**config.mk**
```make
export PLATFORM = sky130hd
export DESIGN_NAME = byte_word_alu_nzvc_top
export DESIGN_NICKNAME = d
export VERILOG_FILES = /design/src/hw/rtl/bwa_pkg.sv /design/src/hw/rtl/bwa_in_reg.sv /design/src/hw/rtl/bwa_exec.sv /design/src/hw/rtl/bwa_out_reg.sv /design/src/hw/rtl/byte_word_alu_nzvc_top.sv
export SDC_FILE = /design/constraint.sdc
export NUM_CORES = 1
export LEC_CHECK = 0
export BUFFER_PORTS_ARGS = -buffer_cell sky130_fd_sc_hd__buf_2
export CORE_ASPECT_RATIO = 0.7
export CORE_MARGIN = 3
export CORE_UTILIZATION = 50
export CTS_CLUSTER_SIZE = 16
export DETAILED_ROUTE_END_ITERATION = 8
export MAX_ROUTING_LAYER = met4
export PLACE_DENSITY = 0.82
export SETUP_SLACK_MARGIN = 0.4
export SLEW_MARGIN = 25
export SYNTH_ARGS = -nofsm -noshare
export SYNTH_HDL_FRONTEND = slang
export SYNTH_SLANG_ARGS = --single-unit
```
**constraint.sdc**
```tcl
create_clock -name clock -period 5.2 [get_ports clock]
set_input_delay 0.78 -clock clock [delete_from_list [all_inputs] [get_ports clock]]
set_output_delay 0.78 -clock clock [all_outputs]
set_load 0.02 [all_outputs]
```
**src/hw/rtl/bwa_pkg.sv**
```systemverilog
// ----------------------------------------------------------------------------
// bwa_pkg
// Shared opcodes, widths and transfer types for the byte/word NZVC ALU.
// ----------------------------------------------------------------------------
package bwa_pkg;

   localparam int DATA_W = 16;
   localparam int OP_W   = 4;

   localparam logic [OP_W-1:0] OP_PASS  = 4'd0;
   localparam logic [OP_W-1:0] OP_ADD   = 4'd1;
   localparam logic [OP_W-1:0] OP_ADDC  = 4'd2;
   localparam logic [OP_W-1:0] OP_SUB   = 4'd3;
   localparam logic [OP_W-1:0] OP_SUBC  = 4'd4;
   localparam logic [OP_W-1:0] OP_AND   = 4'd5;
   localparam logic [OP_W-1:0] OP_NAND  = 4'd6;
   localparam logic [OP_W-1:0] OP_OR    = 4'd7;
   localparam logic [OP_W-1:0] OP_NOR   = 4'd8;
   localparam logic [OP_W-1:0] OP_XOR   = 4'd9;
   localparam logic [OP_W-1:0] OP_NOT   = 4'd10;
   localparam logic [OP_W-1:0] OP_ASL   = 4'd11;
   localparam logic [OP_W-1:0] OP_ROL   = 4'd12;
   localparam logic [OP_W-1:0] OP_ASR   = 4'd13;
   localparam logic [OP_W-1:0] OP_ROR   = 4'd14;
   localparam logic [OP_W-1:0] OP_FLAGS = 4'd15;

   typedef struct packed {
      logic [OP_W-1:0]   operation;
      logic              wide;
      logic [DATA_W-1:0] operand_a;
      logic [DATA_W-1:0] operand_b;
      logic              carry_in;
   } req_type;

   typedef struct packed {
      logic [DATA_W-1:0] result;
      logic              flag_n;
      logic              flag_z;
      logic              flag_v;
      logic              flag_c;
   } rsp_type;

endpackage

```
**src/hw/rtl/bwa_in_reg.sv**
```systemverilog
// ----------------------------------------------------------------------------
// bwa_in_reg
// Input register: captures one request per accepted transfer.
// ----------------------------------------------------------------------------
module bwa_in_reg (
   input  logic             clock,
   input  logic             reset,
   input  logic             accept,
   input  bwa_pkg::req_type req,
   output logic             valid,
   output bwa_pkg::req_type req_q
);

   logic             valid_ff;
   logic             valid_in;
   bwa_pkg::req_type req_ff;
   bwa_pkg::req_type req_in;

   assign valid_in = accept;
   assign req_in   = accept ? req : req_ff;

   always_ff @(posedge clock) begin
      if (reset) begin
         valid_ff <= 1'b0;
      end else begin
         valid_ff <= valid_in;
      end
   end

   always_ff @(posedge clock) begin
      req_ff <= req_in;
   end

   assign valid = valid_ff;
   assign req_q = req_ff;

endmodule

```
**src/hw/rtl/bwa_exec.sv**
```systemverilog
// ----------------------------------------------------------------------------
// bwa_exec
// Combinational ALU: one of sixteen operations at byte or word width, with
// N, Z, V and C flags.
// ----------------------------------------------------------------------------
module bwa_exec (
   input  bwa_pkg::req_type req,
   output bwa_pkg::rsp_type rsp
);

   localparam int W = bwa_pkg::DATA_W;

   logic [W-1:0] mask;
   logic [W-1:0] top;
   logic [W-1:0] a;
   logic [W-1:0] b;
   logic [W-1:0] bb;
   logic         ci;
   logic [W:0]   sum;
   logic [W-1:0] r;
   logic         v;
   logic         c;
   logic         a_top;
   logic         r_top;
   logic         bb_top;
   logic         sub_op;
   logic         shift_in;
   logic         flags_op;

   assign mask = req.wide ? {W{1'b1}} : {{(W/2){1'b0}}, {(W/2){1'b1}}};
   assign top  = req.wide ? {1'b1, {(W-1){1'b0}}} : {{(W/2){1'b0}}, 1'b1, {(W/2-1){1'b0}}};
   assign a    = req.operand_a & mask;
   assign b    = req.operand_b & mask;

   assign sub_op = (req.operation == bwa_pkg::OP_SUB) || (req.operation == bwa_pkg::OP_SUBC);
   assign bb     = sub_op ? (~b & mask) : b;

   always_comb begin
      unique case (req.operation)
         bwa_pkg::OP_ADD: ci = 1'b0;
         bwa_pkg::OP_SUB: ci = 1'b1;
         default:         ci = req.carry_in;
      endcase
   end

   assign sum = {1'b0, a} + {1'b0, bb} + {{W{1'b0}}, ci};

   assign a_top  = |(a & top);
   assign bb_top = |(bb & top);
   assign r_top  = |(r & top);

   // asr refills the top with the old sign, ror with the carry
   assign shift_in = (req.operation == bwa_pkg::OP_ROR) ? req.carry_in : a_top;

   always_comb begin
      r = a;
      v = 1'b0;
      c = 1'b0;
      unique case (req.operation)
         bwa_pkg::OP_PASS: begin
            r = a;
         end
         bwa_pkg::OP_ADD, bwa_pkg::OP_ADDC, bwa_pkg::OP_SUB, bwa_pkg::OP_SUBC: begin
            r = sum[W-1:0] & mask;
            c = req.wide ? sum[W] : sum[W/2];
            v = ~(a_top ^ bb_top) & (a_top ^ (req.wide ? sum[W-1] : sum[W/2-1]));
         end
         bwa_pkg::OP_AND:  r = a & b;
         bwa_pkg::OP_NAND: r = ~(a & b) & mask;
         bwa_pkg::OP_OR:   r = a | b;
         bwa_pkg::OP_NOR:  r = ~(a | b) & mask;
         bwa_pkg::OP_XOR:  r = a ^ b;
         bwa_pkg::OP_NOT:  r = ~a & mask;
         bwa_pkg::OP_ASL, bwa_pkg::OP_ROL: begin
            r = {a[W-2:0],
                 (req.operation == bwa_pkg::OP_ROL) ? req.carry_in : 1'b0} & mask;
            c = a_top;
            v = a_top ^ (req.wide ? a[W-2] : a[W/2-2]);
         end
         bwa_pkg::OP_ASR, bwa_pkg::OP_ROR: begin
            r = ({1'b0, a[W-1:1]} | (shift_in ? top : {W{1'b0}})) & mask;
            c = a[0];
         end
         bwa_pkg::OP_FLAGS: begin
            r = {W{1'b0}};
         end
      endcase
   end

   assign flags_op = (req.operation == bwa_pkg::OP_FLAGS);

   assign rsp.result = r;
   assign rsp.flag_n = flags_op ? a[3] : r_top;
   assign rsp.flag_z = flags_op ? a[2] : (r == {W{1'b0}});
   assign rsp.flag_v = flags_op ? a[1] : v;
   assign rsp.flag_c = flags_op ? a[0] : c;

endmodule

```
**src/hw/rtl/bwa_out_reg.sv**
```systemverilog
// ----------------------------------------------------------------------------
// bwa_out_reg
// Result register: holds the last result until the next one; its strobe is high for one cycle per result.
// ----------------------------------------------------------------------------
module bwa_out_reg (
   input  logic             clock,
   input  logic             reset,
   input  logic             valid,
   input  bwa_pkg::rsp_type rsp,
   output logic             rsp_valid,
   output bwa_pkg::rsp_type rsp_q
);

   logic             valid_ff;
   logic             valid_in;
   bwa_pkg::rsp_type rsp_ff;
   bwa_pkg::rsp_type rsp_in;

   assign valid_in = valid;
   assign rsp_in   = valid ? rsp : rsp_ff;

   always_ff @(posedge clock) begin
      if (reset) begin
         valid_ff <= 1'b0;
      end else begin
         valid_ff <= valid_in;
      end
   end

   always_ff @(posedge clock) begin
      rsp_ff <= rsp_in;
   end

   assign rsp_valid = valid_ff;
   assign rsp_q     = rsp_ff;

endmodule

```
**src/hw/rtl/byte_word_alu_nzvc_top.sv**
```systemverilog
// ----------------------------------------------------------------------------
// byte_word_alu_nzvc_top
// Byte/word ALU with N, Z, V and C flags, one operation per clock while busy is low.
// ----------------------------------------------------------------------------
// A request is taken on every clock edge where start is high and busy is low;
// busy is high during reset and in the cycle after it, so one operation per
// cycle is sustained. Each result appears once its transfer has passed the
// input register and the result register around the single-pass ALU logic,
// for exactly one cycle, marked by rsp_valid; the receiver cannot stall it
// and must take it then.
module byte_word_alu_nzvc_top (
   input  logic        clock,
   input  logic        reset,
   input  logic        start,
   output logic        busy,
   input  logic [3:0]  req_operation,
   input  logic        req_wide,
   input  logic [15:0] req_operand_a,
   input  logic [15:0] req_operand_b,
   input  logic        req_carry_in,
   output logic        rsp_valid,
   output logic [15:0] rsp_result,
   output logic        rsp_flag_n,
   output logic        rsp_flag_z,
   output logic        rsp_flag_v,
   output logic        rsp_flag_c
);

   logic             busy_ff;
   logic             busy_in;
   logic             accept;
   logic             stage_valid;
   bwa_pkg::req_type req;
   bwa_pkg::req_type req_q;
   bwa_pkg::rsp_type rsp;
   bwa_pkg::rsp_type rsp_q;

   assign busy_in = 1'b0;

   always_ff @(posedge clock) begin
      if (reset) begin
         busy_ff <= 1'b1;
      end else begin
         busy_ff <= busy_in;
      end
   end

   assign busy   = busy_ff;
   assign accept = start && !busy_ff;

   assign req.operation = req_operation;
   assign req.wide      = req_wide;
   assign req.operand_a = req_operand_a;
   assign req.operand_b = req_operand_b;
   assign req.carry_in  = req_carry_in;

   bwa_in_reg u_in_reg (
      .clock (clock),
      .reset (reset),
      .accept(accept),
      .req   (req),
      .valid (stage_valid),
      .req_q (req_q)
   );

   bwa_exec u_exec (
      .req(req_q),
      .rsp(rsp)
   );

   bwa_out_reg u_out_reg (
      .clock    (clock),
      .reset    (reset),
      .valid    (stage_valid),
      .rsp      (rsp),
      .rsp_valid(rsp_valid),
      .rsp_q    (rsp_q)
   );

   assign rsp_result = rsp_q.result;
   assign rsp_flag_n = rsp_q.flag_n;
   assign rsp_flag_z = rsp_q.flag_z;
   assign rsp_flag_v = rsp_q.flag_v;
   assign rsp_flag_c = rsp_q.flag_c;

endmodule

```
==> run metrics, run 1 <==
Tcrit/Tclk final=approximately 87%; Synth async-reset ratio=0%; post-synth top area cell=edfxtp_1; HP Class=in -> reg; Synth top area share=33.0%; TritonCTS clock tree=yes; Via Count=~5000; initial antenna violation count=0; Post-DP HPWL=about 13000 µm; wire length of the first global-routing pass=26100 µm; # rows=30; FMAX=approximately 220 MHz; Syn Inst Count=580; critical-path maximum fanout=19; DRT iter0 DRCs=772; CTS clk-pin slew, worst paths=0.05 ns; Leak=2.56 nW; antenna fix cells=0; Die ar.=11800 µm²; dpl ws=around 0.67 ns; num ports=63; max_slew headroom=23.1%; post-route minimum period=~4.5 ns; Max-Cap Viols=0; top cells by area, synth=edfxtp_1, ha_1, a21oi_1, nand2_1, o21ai_0; Setup Crit Path Kind=reg -> reg; vias in the first global route=4545; Min Hold Slack=about 0.57 ns; Hold Path Depth=1; initial core utilization=around 53%; Tot GR Track Use=~30%; Routed met1 length=around 7600 µm; synth unique cells=70; total congestion overflow=0; #FFs+latches synth=roughly 60; Pre-antenna DRT Iters=6; # clock sinks=slightly above 60; synthesized net count=670; maximum number of pins on one net before global-route repair=48; R2R depth=14; outcome=complete, no violations; Final Hold Viols=0; Layout area overhead=15.5%; CORE AREA=roughly 10000 µm²; RR Startpoint=u_in_reg.req_q[35]$_DFFE_PP_; Multi-input gate area=roughly 3200 µm²; GP Congestion=between 1 and 1.5; r2r setup slk=0.67 ns; Main synth FF type=edfxtp_1; reg2reg end=u_out_reg.rsp_q[2]$_DFFE_PP_; chip height=92.0 µm; WL met3=~2500 µm; final worst slack=roughly 0.67 ns; clk_lat worst skew=approximately 0.34 ns; share of cells above drive strength 1=~17%; Synth Area per Inst=9.10 µm²; final clock skew=approximately 0.0078 ns; Worst Setup Start Kind=flop; sequential area share after synthesis=34.1%; final slew viol count=0; filler instances=just under 900; commonest non-fill, non-tap cell in the layout=buf_2; Post-Route WL=17300 µm; detailed-route DRC error count=0; post-route ant nets=0; DR WL met2=between 6000 and 7000 µm; Worst Max-Slew Pin Slew=1.15 ns; root buffer selected by CTS=clkbuf_16; Power Dens Cells=249 nW/µm²; routed vias/inst=6.54; Worst Hold Launch=reset; critical path arrival=~4.7 ns; Ys Warns=0; DP Area=about 5800 µm²; Post-Syn Area=5280 µm²; DIE WIDTH=between 100 and 150 µm; top sig layer=met4; CTS HTree Levels=3; RSZ-0062 raised after global routing=no; CP endpoint kind=flop; Reg area=between 1500 and 2000 µm²; most frequent cells in the layout=buf_2, edfxtp_1, ha_1; Worst VDD drop=around 0.18 mV; final setup fails=0; clock buffer count from CTS=9; Layout Nets=roughly 730; hold endpoint=busy$_DFF_P_; Max clock buf depth=2; Avg WL per Cell=22.4 µm; port bufs=62; worst endpoint required time=5.41 ns; design area=6100 µm²; EDFF count, synth=58; setup TNS=0 ns
[state kept, by name (all words and copies together), names as in the netlist]
register             flops
u_out_reg.rsp_q         20
busy                     1
u_out_reg.rsp_valid      1
u_in_reg.req_q          38
u_in_reg.valid           1
[logic make-up (layout without fill, tap and decap cells)]
family | Yosys count | after routing | synth area share, %
AO/OA/AOI/OAI | 186 | 186 | 24.1
buffers and inverters | 78 | 141 | 6.07
XOR/XNOR | 30 | 30 | 4.98
multiplexers | 11 | 11 | 2.16
flip-flops | 61 | 61 | 34.1
adder cells (fa/ha/maj) | 49 | 49 | 11.9
AND/OR/NAND/NOR | 165 | 165 | 16.7
[Yosys cell counts, types with 9 or more instances]
| master | instances |
|---|---|
| edfxtp_1 | 58 |
| ha_1 | 47 |
| nand2_1 | 43 |
| inv_1 | 42 |
| a21oi_1 | 36 |
| nor2_1 | 35 |
| o21ai_0 | 32 |
| clkbuf_1 | 19 |
| and2_1 | 15 |
| xnor2_1 | 15 |
| xor2_1 | 15 |
| o22ai_1 | 14 |
| buf_2 | 13 |
| a221oi_1 | 12 |
| a211oi_1 | 11 |
| nor2b_1 | 11 |
| o211ai_1 | 11 |
| nand3_1 | 10 |
| nor3_1 | 9 |
[report_power, final]
| group | switching (mW) | internal, mW | leakage [nW] | total (mW) |
|---|---|---|---|---|
| clock network | 0.221 | 0.383 | 0.139 | 0.604 |
| registers | 0.0183 | 0.565 | 0.574 | 0.583 |
| logic | 0.203 | 0.129 | 1.84 | 0.332 |
| total | 0.442 | 1.08 | 2.56 | 1.52 |
[layer usage]
metal | up-vias | track usage [%]
li1 | 2301 | -
met1 | 2347 | 44.8
met2 | 365 | 38.9
met3 | 31 | 9.90
met4 | 0 | 6.56
met5 | - | -
[worst max-delay path by stage]
| stage | startpoint | to | depth (start not counted) |
|---|---|---|---|
| after floorplan | u_in_reg.req_q[37]$_DFFE_PP_ | u_out_reg.rsp_q[2]$_DFFE_PP_ | 18 |
| after global placement | u_in_reg.req_q[36]$_DFFE_PP_ | u_out_reg.rsp_q[2]$_DFFE_PP_ | 14 |
| after detailed placement | u_in_reg.req_q[36]$_DFFE_PP_ | u_out_reg.rsp_q[2]$_DFFE_PP_ | 14 |
| after CTS | u_in_reg.req_q[36]$_DFFE_PP_ | u_out_reg.rsp_q[2]$_DFFE_PP_ | 14 |
| after global routing | u_in_reg.req_q[35]$_DFFE_PP_ | u_out_reg.rsp_q[2]$_DFFE_PP_ | 14 |
| final | u_in_reg.req_q[35]$_DFFE_PP_ | u_out_reg.rsp_q[2]$_DFFE_PP_ | 14 |
[critical path, cell delays in order (launching register included)]
cell and delay, ns:
edfxtp_1 0.44, or3b_1 0.44, a21oi_2 0.20, buf_4 0.36
xnor2_1 0.18, ha_1 0.33, a2111oi_0 0.46, nor4_1 0.14
a221oi_1 0.40, a21oi_1 0.21, xor2_1 0.18, o311ai_0 0.33
o211ai_1 0.27, nor4_1 0.27, a22o_1 0.17
[final cells by class]
class,instances,area share (%)
clock buffers,12,4.04
clock inverters,4,0.821
inverters,42,2.59
multi-input cells,441,52.5
flip-flops and latches,61,29.5
well taps,128,2.63
repair buffers,83,7.88
[stage by stage]
stage	power (mW)	utilization, %	cells
2_1_floorplan	0.803	-	580
3_3_place_gp	0.903	57.6	752
3_5_place_dp	0.908	57.8	753
4_1_cts	1.51	60.8	769
5_1_grt	1.58	61.1	771
6_report	1.52	61.1	771
[what timing repair did]
item                                   CTS  global route
endpoints found under the hold margin    0             0
hold buffers                             0             0
resized for setup                        0             2
buffers inserted                         0             2
setup endpoints to repair                0             1
(Power assumes the default switching activity.)
==> run 2: changes to the inputs <==
--- a/config.mk
+++ b/config.mk
@@ -8,11 +8,11 @@
 export BUFFER_PORTS_ARGS = -buffer_cell sky130_fd_sc_hd__buf_2
 export CORE_ASPECT_RATIO = 0.7
 export CORE_MARGIN = 3
-export CORE_UTILIZATION = 50
+export CORE_UTILIZATION = 40
 export CTS_CLUSTER_SIZE = 16
 export DETAILED_ROUTE_END_ITERATION = 8
 export MAX_ROUTING_LAYER = met4
-export PLACE_DENSITY = 0.82
+export PLACE_DENSITY = 0.67
 export SETUP_SLACK_MARGIN = 0.4
 export SLEW_MARGIN = 25
 export SYNTH_ARGS = -nofsm -noshare
==> constraint.sdc (replaced) <==
create_clock -name clock -period 4.6 [get_ports clock]
set_input_delay 0.69 -clock clock [delete_from_list [all_inputs] [get_ports clock]]
set_output_delay 0.69 -clock clock [all_outputs]
set_load 0.02 [all_outputs]
==> run metrics, run 2 (synthesized netlist as in run 1, its figures left out) <==
Setup Crit Path Kind=reg -> reg; r2r setup slk=0.34 ns (-0.33 ns); CTS clk-pin slew, worst paths=0.06 ns (about the same); post-route ant nets=0 (unchanged); final slew viol count=0 (unchanged); Reg area=1800 µm² (unchanged); commonest non-fill, non-tap cell in the layout=buf_2; critical-path maximum fanout=3 (-16); Via Count=5022 (-0.44%); CP endpoint kind=flop; Tot GR Track Use=25.6% (-4.4 points); Int Power=1.28 mW (+19%); TritonCTS clock tree=yes; Worst VDD drop=0.176 mV (-0.89%); Worst Hold Launch=reset; Hold Path Depth=1 (unchanged); FMAX=235 MHz (+6.3%); port bufs=62 (unchanged); Worst Max-Slew Pin Slew=0.903 ns (-0.246 ns); RR Startpoint=u_in_reg.req_q[36]$_DFFE_PP_; hold endpoint=busy$_DFF_P_; setup TNS=0 ns (unchanged); Pre-antenna DRT Iters=5 (-1); CTS HTree Levels=3 (unchanged); Avg WL per Cell=21.6 µm (-3.7%); routed vias/inst=6.07 (-7.3%); total congestion overflow=0 (unchanged); RSZ-0062 raised after global routing=yes; Post-DP HPWL=13100 µm (+2.6%); clock share of power=40.0% (+0.2 points); Power Dens Cells=279 nW/µm² (+12%); initial antenna violation count=0 (unchanged); # clock sinks=61 (unchanged); initial core utilization=41.7% (-11 points); detailed-route DRC error count=0 (unchanged); outcome=complete, no violations; final clock skew=0.0126 ns (+0.00473 ns); worst endpoint required time=4.81 ns (-0.60 ns); R2R depth=14 (unchanged); antenna fix cells=0 (unchanged); Layout area overhead=22.4%; maximum number of pins on one net before global-route repair=49 (+2.1%); critical path arrival=4.47 ns (-0.26 ns); chip height=102 µm (+11%); Final Hold Viols=0 (unchanged); Flop pwr share=36.6% (-1.8 points); reg2reg end=u_out_reg.rsp_q[2]$_DFFE_PP_; most frequent cells in the layout=buf_2, edfxtp_1, ha_1; switching power=0.519 mW (+17%); GP Congestion=0.994 (-1.7%); clk_lat worst skew=0.34 ns (about the same); Tcrit/Tclk final=92.5% (+5.5 points); overall power consumption=1.80 mW (+19%); vias in the first global route=4775 (+5.1%); Combinational Power Share=23.4% (+1.5 points); Leak=2.70 nW (+5.8%); filler instances=1163 (+32%); DIE WIDTH=143 µm (+11%); Min Hold Slack=0.492 ns (-0.0817 ns); Hold-fix buffers, CTS=0 (unchanged); clock buffer count from CTS=9 (unchanged); wire length of the first global-routing pass=27200 µm (+4.3%); Layout Nets=752 (+3.3%); DRT iter0 DRCs=530 (-31%); Worst Setup Start Kind=flop; HP Class=in -> reg; final setup fails=0 (unchanged); Post-Layout Cell Count=828 (+7.4%); post-route minimum period=4.26 ns (-0.270 ns); switch share=28.8% (-0.32 points); Multi-input gate area=3310 µm² (+3.3%); CORE AREA=12700 µm² (+27%); root buffer selected by CTS=clkbuf_16; placed cell count=801 (+6.4%); # rows=34 (+13%); Max clock buf depth=2 (unchanged); Die ar.=14600 µm² (+24%); Post-Route WL=17800 µm (+3.5%); max reg flops=38 (unchanged); Max-Cap Viols=0 (unchanged); share of cells above drive strength 1=22.8% (+5.7 points); max_slew headroom=39.2% (+16 points); num ports=63 (unchanged)
## run 2: timing repair
action | CTS | global route
endpoints found under the setup margin | 2 | 5
gates resized for setup | 11 | 10
hold endpoints to repair | 0 | 0
gates cloned | 0 | 0
pin swaps | 11 | 7
buffers inserted | 10 | 2
## run 2: cell type report
| type | count | share of cell area [%] |
|---|---|---|
| Multi-Input combinational cell | 441 | 51.2 |
| Sequential cell | 61 | 27.9 |
| Clock inverter | 5 | 1.18 |
| Timing Repair Buffer | 107 | 10.6 |
| Tap cell | 162 | 3.14 |
| Clock buffer | 10 | 3.54 |
| Inverter | 42 | 2.44 |
## run 2: how the worst max path moves through the flow
stage                                  from  cells after the start                            to
2_1_floorplan  u_in_reg.req_q[37]$_DFFE_PP_                     18  u_out_reg.rsp_q[2]$_DFFE_PP_
3_3_place_gp   u_in_reg.req_q[34]$_DFFE_PP_                     14  u_out_reg.rsp_q[2]$_DFFE_PP_
3_5_place_dp   u_in_reg.req_q[36]$_DFFE_PP_                     14  u_out_reg.rsp_q[2]$_DFFE_PP_
4_1_cts        u_in_reg.req_q[34]$_DFFE_PP_                     15  u_out_reg.rsp_q[2]$_DFFE_PP_
5_1_grt        u_in_reg.req_q[34]$_DFFE_PP_                     16  u_out_reg.rsp_q[2]$_DFFE_PP_
6_report       u_in_reg.req_q[36]$_DFFE_PP_                     14  u_out_reg.rsp_q[2]$_DFFE_PP_
## run 2: critical path, cell delays in order (launching register included)
cell      delay (ns)
edfxtp_1        0.43
buf_6           0.15
nor3_4          0.17
mux2_4          0.33
fa_2            0.38
fa_2            0.39
a211oi_2        0.24
nor2_1          0.08
xor2_1          0.16
o221ai_1        0.16
o211ai_1        0.16
or4bb_1         0.54
or4_1           0.49
nor4_2          0.28
a22o_1          0.17
## run 2: routing by layer
| layer | GRT usage (%) | routed length, µm | vias up |
|---|---|---|---|
| li1 | - | - | 2349 |
| met1 | 36.5 | 8240 | 2363 |
| met2 | 34.3 | 7200 | 281 |
| met3 | 8.33 | 2090 | 29 |
| met4 | 7.38 | 320 | 0 |
| met5 | - | 0 | - |
## run 2: power groups by stage
stage / clock network, mW / logic, mW / registers [mW]
after floorplan: 0 / 0.246 / 0.671
after global placement: 0 / 0.377 / 0.671
after detailed placement: 0 / 0.385 / 0.671
after CTS: 0.728 / 0.404 / 0.659
after global routing: 0.757 / 0.457 / 0.662
final: 0.721 / 0.421 / 0.660
## run 2: per-stage QoR
step                      setup WS (ns)  area [µm²]  util (%)
after floorplan                   0.158        5370         -
after global placement            0.217        5940      46.8
after detailed placement         0.0818        5970      47.1
after CTS                         0.346        6410      50.6
after global routing              0.186        6460      51.0
final                             0.344        6460      51.0
==> run 3: changes to the inputs <==
--- a/config.mk
+++ b/config.mk
@@ -13,6 +13,7 @@
 export DETAILED_ROUTE_END_ITERATION = 8
 export MAX_ROUTING_LAYER = met4
 export PLACE_DENSITY = 0.67
+export RECOVER_POWER = 50
 export SETUP_SLACK_MARGIN = 0.4
 export SLEW_MARGIN = 25
 export SYNTH_ARGS = -nofsm -noshare
==> run metrics, run 3 (synthesized netlist as in run 1, its figures left out) <==
worst endpoint required time=4.81 ns (about the same); Post-Route WL=17900 µm (+0.23%); Power Dens Cells=279 nW/µm² (about the same); final slew viol count=15 (+15); Hold-fix buffers, CTS=0 (unchanged); Worst Max-Slew Pin Slew=1.86 ns (+0.955 ns); met2 global-route usage=34.3% (unchanged); chip height=102 µm (unchanged); placed cell count=801 (unchanged); clk_lat worst skew=0.34 ns (about the same); most crowded layer after global routing=met1; Avg WL per Cell=21.6 µm (+0.23%); CTS HTree Levels=3 (unchanged); Multi-input gate area=3300 µm² (-0.23%); CP endpoint kind=flop; Min Hold Slack=0.516 ns (+0.0240 ns); met3 usage=8.33% (unchanged); CTS clk-pin slew, worst paths=0.06 ns (about the same); critical-path maximum fanout=3 (unchanged); Layout area overhead=22.2%; Leak=2.69 nW (-0.39%); RR Startpoint=u_in_reg.req_q[36]$_DFFE_PP_; total congestion overflow=0 (unchanged); share of cells above drive strength 1=22.4% (-0.45 points); commonest non-fill, non-tap cell in the layout=buf_2; WP depth=14 (unchanged); kind of cell adding the most delay to the critical path=simple AND/OR/NAND/NOR gates; initial core utilization=41.7% (unchanged); Worst Setup Start Kind=flop; DP Area=5970 µm² (unchanged); Via Count=5051 (+0.58%); r2r setup slk=0.35 ns (about the same); FMAX=235 MHz (+0.13%); outcome=finished with violations; detailed-route DRC error count=0 (unchanged); # rows=34 (unchanged); CORE AREA=12700 µm² (unchanged); most frequent cells in the layout=buf_2, edfxtp_1, ha_1; Layout Nets=752 (unchanged); Post-DP HPWL=13100 µm (unchanged); CP max-delay cell=or4bb_1; Setup Crit Path Kind=reg -> reg; num ports=63 (unchanged); Tcrit/Tclk final=92.4% (-0.12 points); antenna fix cells=0 (unchanged); initial antenna violation count=0 (unchanged); crit path from=u_in_reg.req_q[36]$_DFFE_PP_; max_slew headroom=-24.1% (-63 points); DIE WIDTH=143 µm (unchanged); crit-path cells=buf_6 > nor3_4 > mux2_4 > fa_2 > fa_2 > a211oi_2 > nor2_1 > xor2_1 > o221ai_1 > o211ai_1 > or4bb_1 > or4_1 > nor4_2 > a22o_1; Critical Path Max Stage Delay=0.54 ns (about the same); reg2reg end=u_out_reg.rsp_q[2]$_DFFE_PP_; Final Hold Viols=0 (unchanged); post-route minimum period=4.25 ns (-0.00547 ns); design area=6450 µm² (-0.15%); Worst VDD drop=0.176 mV (-0.14%); Max-Cap Viols=1 (+1); Die ar.=14600 µm² (unchanged); critical path arrival=4.46 ns (about the same); Max clock buf depth=2 (unchanged); overall power consumption=1.80 mW (about the same); RSZ-0062 raised after global routing=yes; Reg area=1800 µm² (unchanged); post-route ant nets=0 (unchanged); clock buffer count from CTS=9 (unchanged); filler instances=1166 (+0.26%); final clock skew=0.0130 ns (+0.000474 ns); routed vias/inst=6.10 (+0.58%); maximum number of pins on one net before global-route repair=49 (unchanged); Buf/Inv on CP=1 (unchanged); root buffer selected by CTS=clkbuf_16; GR met1 Demand/Resource=36.5% (unchanged); failing checks=max-capacitance violations, max-slew violations; R2R depth=14 (unchanged); vias in the first global route=4775 (unchanged); DRT iter0 DRCs=530 (unchanged); CP Capture Point=u_out_reg.rsp_q[2]$_DFFE_PP_; GP Congestion=0.994 (unchanged); max reg flops=38 (unchanged); Tot GR Track Use=25.6% (unchanged); Post-Layout Cell Count=828 (unchanged); setup TNS=0 ns (unchanged); Pre-antenna DRT Iters=5 (unchanged); TritonCTS clock tree=yes; # clock sinks=61 (unchanged); final setup fails=0 (unchanged); wire length of the first global-routing pass=27200 µm (unchanged); port bufs=62 (unchanged); most frequent cell on the critical path=fa_2; HP Class=in -> reg
## run 3: cell types whose count changed in the layout (fill, tap and decap cells not counted)
cell	delta
buf_2	-2
clkbuf_1	+2
nor2b_1	+1
nor2b_4	-1
## run 3: routing by layer
metal | wire length, µm | share of wire (%) | up-vias
met2 | 7230 | 40 | 281
li1 | - | - | 2351
met1 | 8300 | 46 | 2388
met4 | 333 | 1.9 | 0
met5 | 0 | 0 | -
met3 | 2030 | 11 | 31
## run 3: what timing repair did
action,in CTS,in global routing
buffers inserted,10,2
resized for setup,11,10
pin swaps,11,7
endpoints found under the setup margin,2,5
## run 3: worst min-delay path by stage
stage	start	to	slack (ns)	cells after the start
global route	req_operand_b[0]	u_in_reg.req_q[1]$_DFFE_PP_	0.51	1
finish	reset	busy$_DFF_P_	0.52	1
global placement	u_in_reg.req_q[30]$_DFFE_PP_	u_out_reg.rsp_q[17]$_DFFE_PP_	0.77	3
CTS	reset	busy$_DFF_P_	0.49	1
detailed placement	busy$_DFF_P_	u_in_reg.req_q[0]$_DFFE_PP_	0.70	1
floorplan	u_in_reg.req_q[20]$_DFFE_PP_	u_out_reg.rsp_q[3]$_DFFE_PP_	0.67	2
## run 3: area by class of cell
type,instances,share of cell area [%]
clock buffer,10,3.55
clock inverter,5,1.18
inverter,42,2.44
multi-input combinational,441,51.1
sequential,61,27.9
tap,162,3.14
timing repair buffer,107,10.6
## run 3: per-stage QoR
step / utilization, % / setup slack, ns
detailed placement: 47.1 / 0.0818
global placement: 46.8 / 0.217
CTS: 50.6 / 0.346
global route: 50.9 / 0.186
finish: 50.9 / 0.350
floorplan: - / 0.158
## run 3: worst register-to-register path, cell delays in order (launching register included)
cell,delay (ns)
edfxtp_1,0.43
buf_6,0.15
nor3_4,0.17
mux2_4,0.33
fa_2,0.38
fa_2,0.39
a211oi_2,0.24
nor2_1,0.08
xor2_1,0.16
o221ai_1,0.16
o211ai_1,0.16
or4bb_1,0.54
or4_1,0.49
nor4_2,0.28
a22o_1,0.17
## run 3: power by group
group          internal [mW]  switching, mW  total [mW]
clock network          0.468          0.252       0.721
logic                  0.177          0.244       0.420
registers              0.639         0.0215       0.660
total                   1.28          0.518        1.80
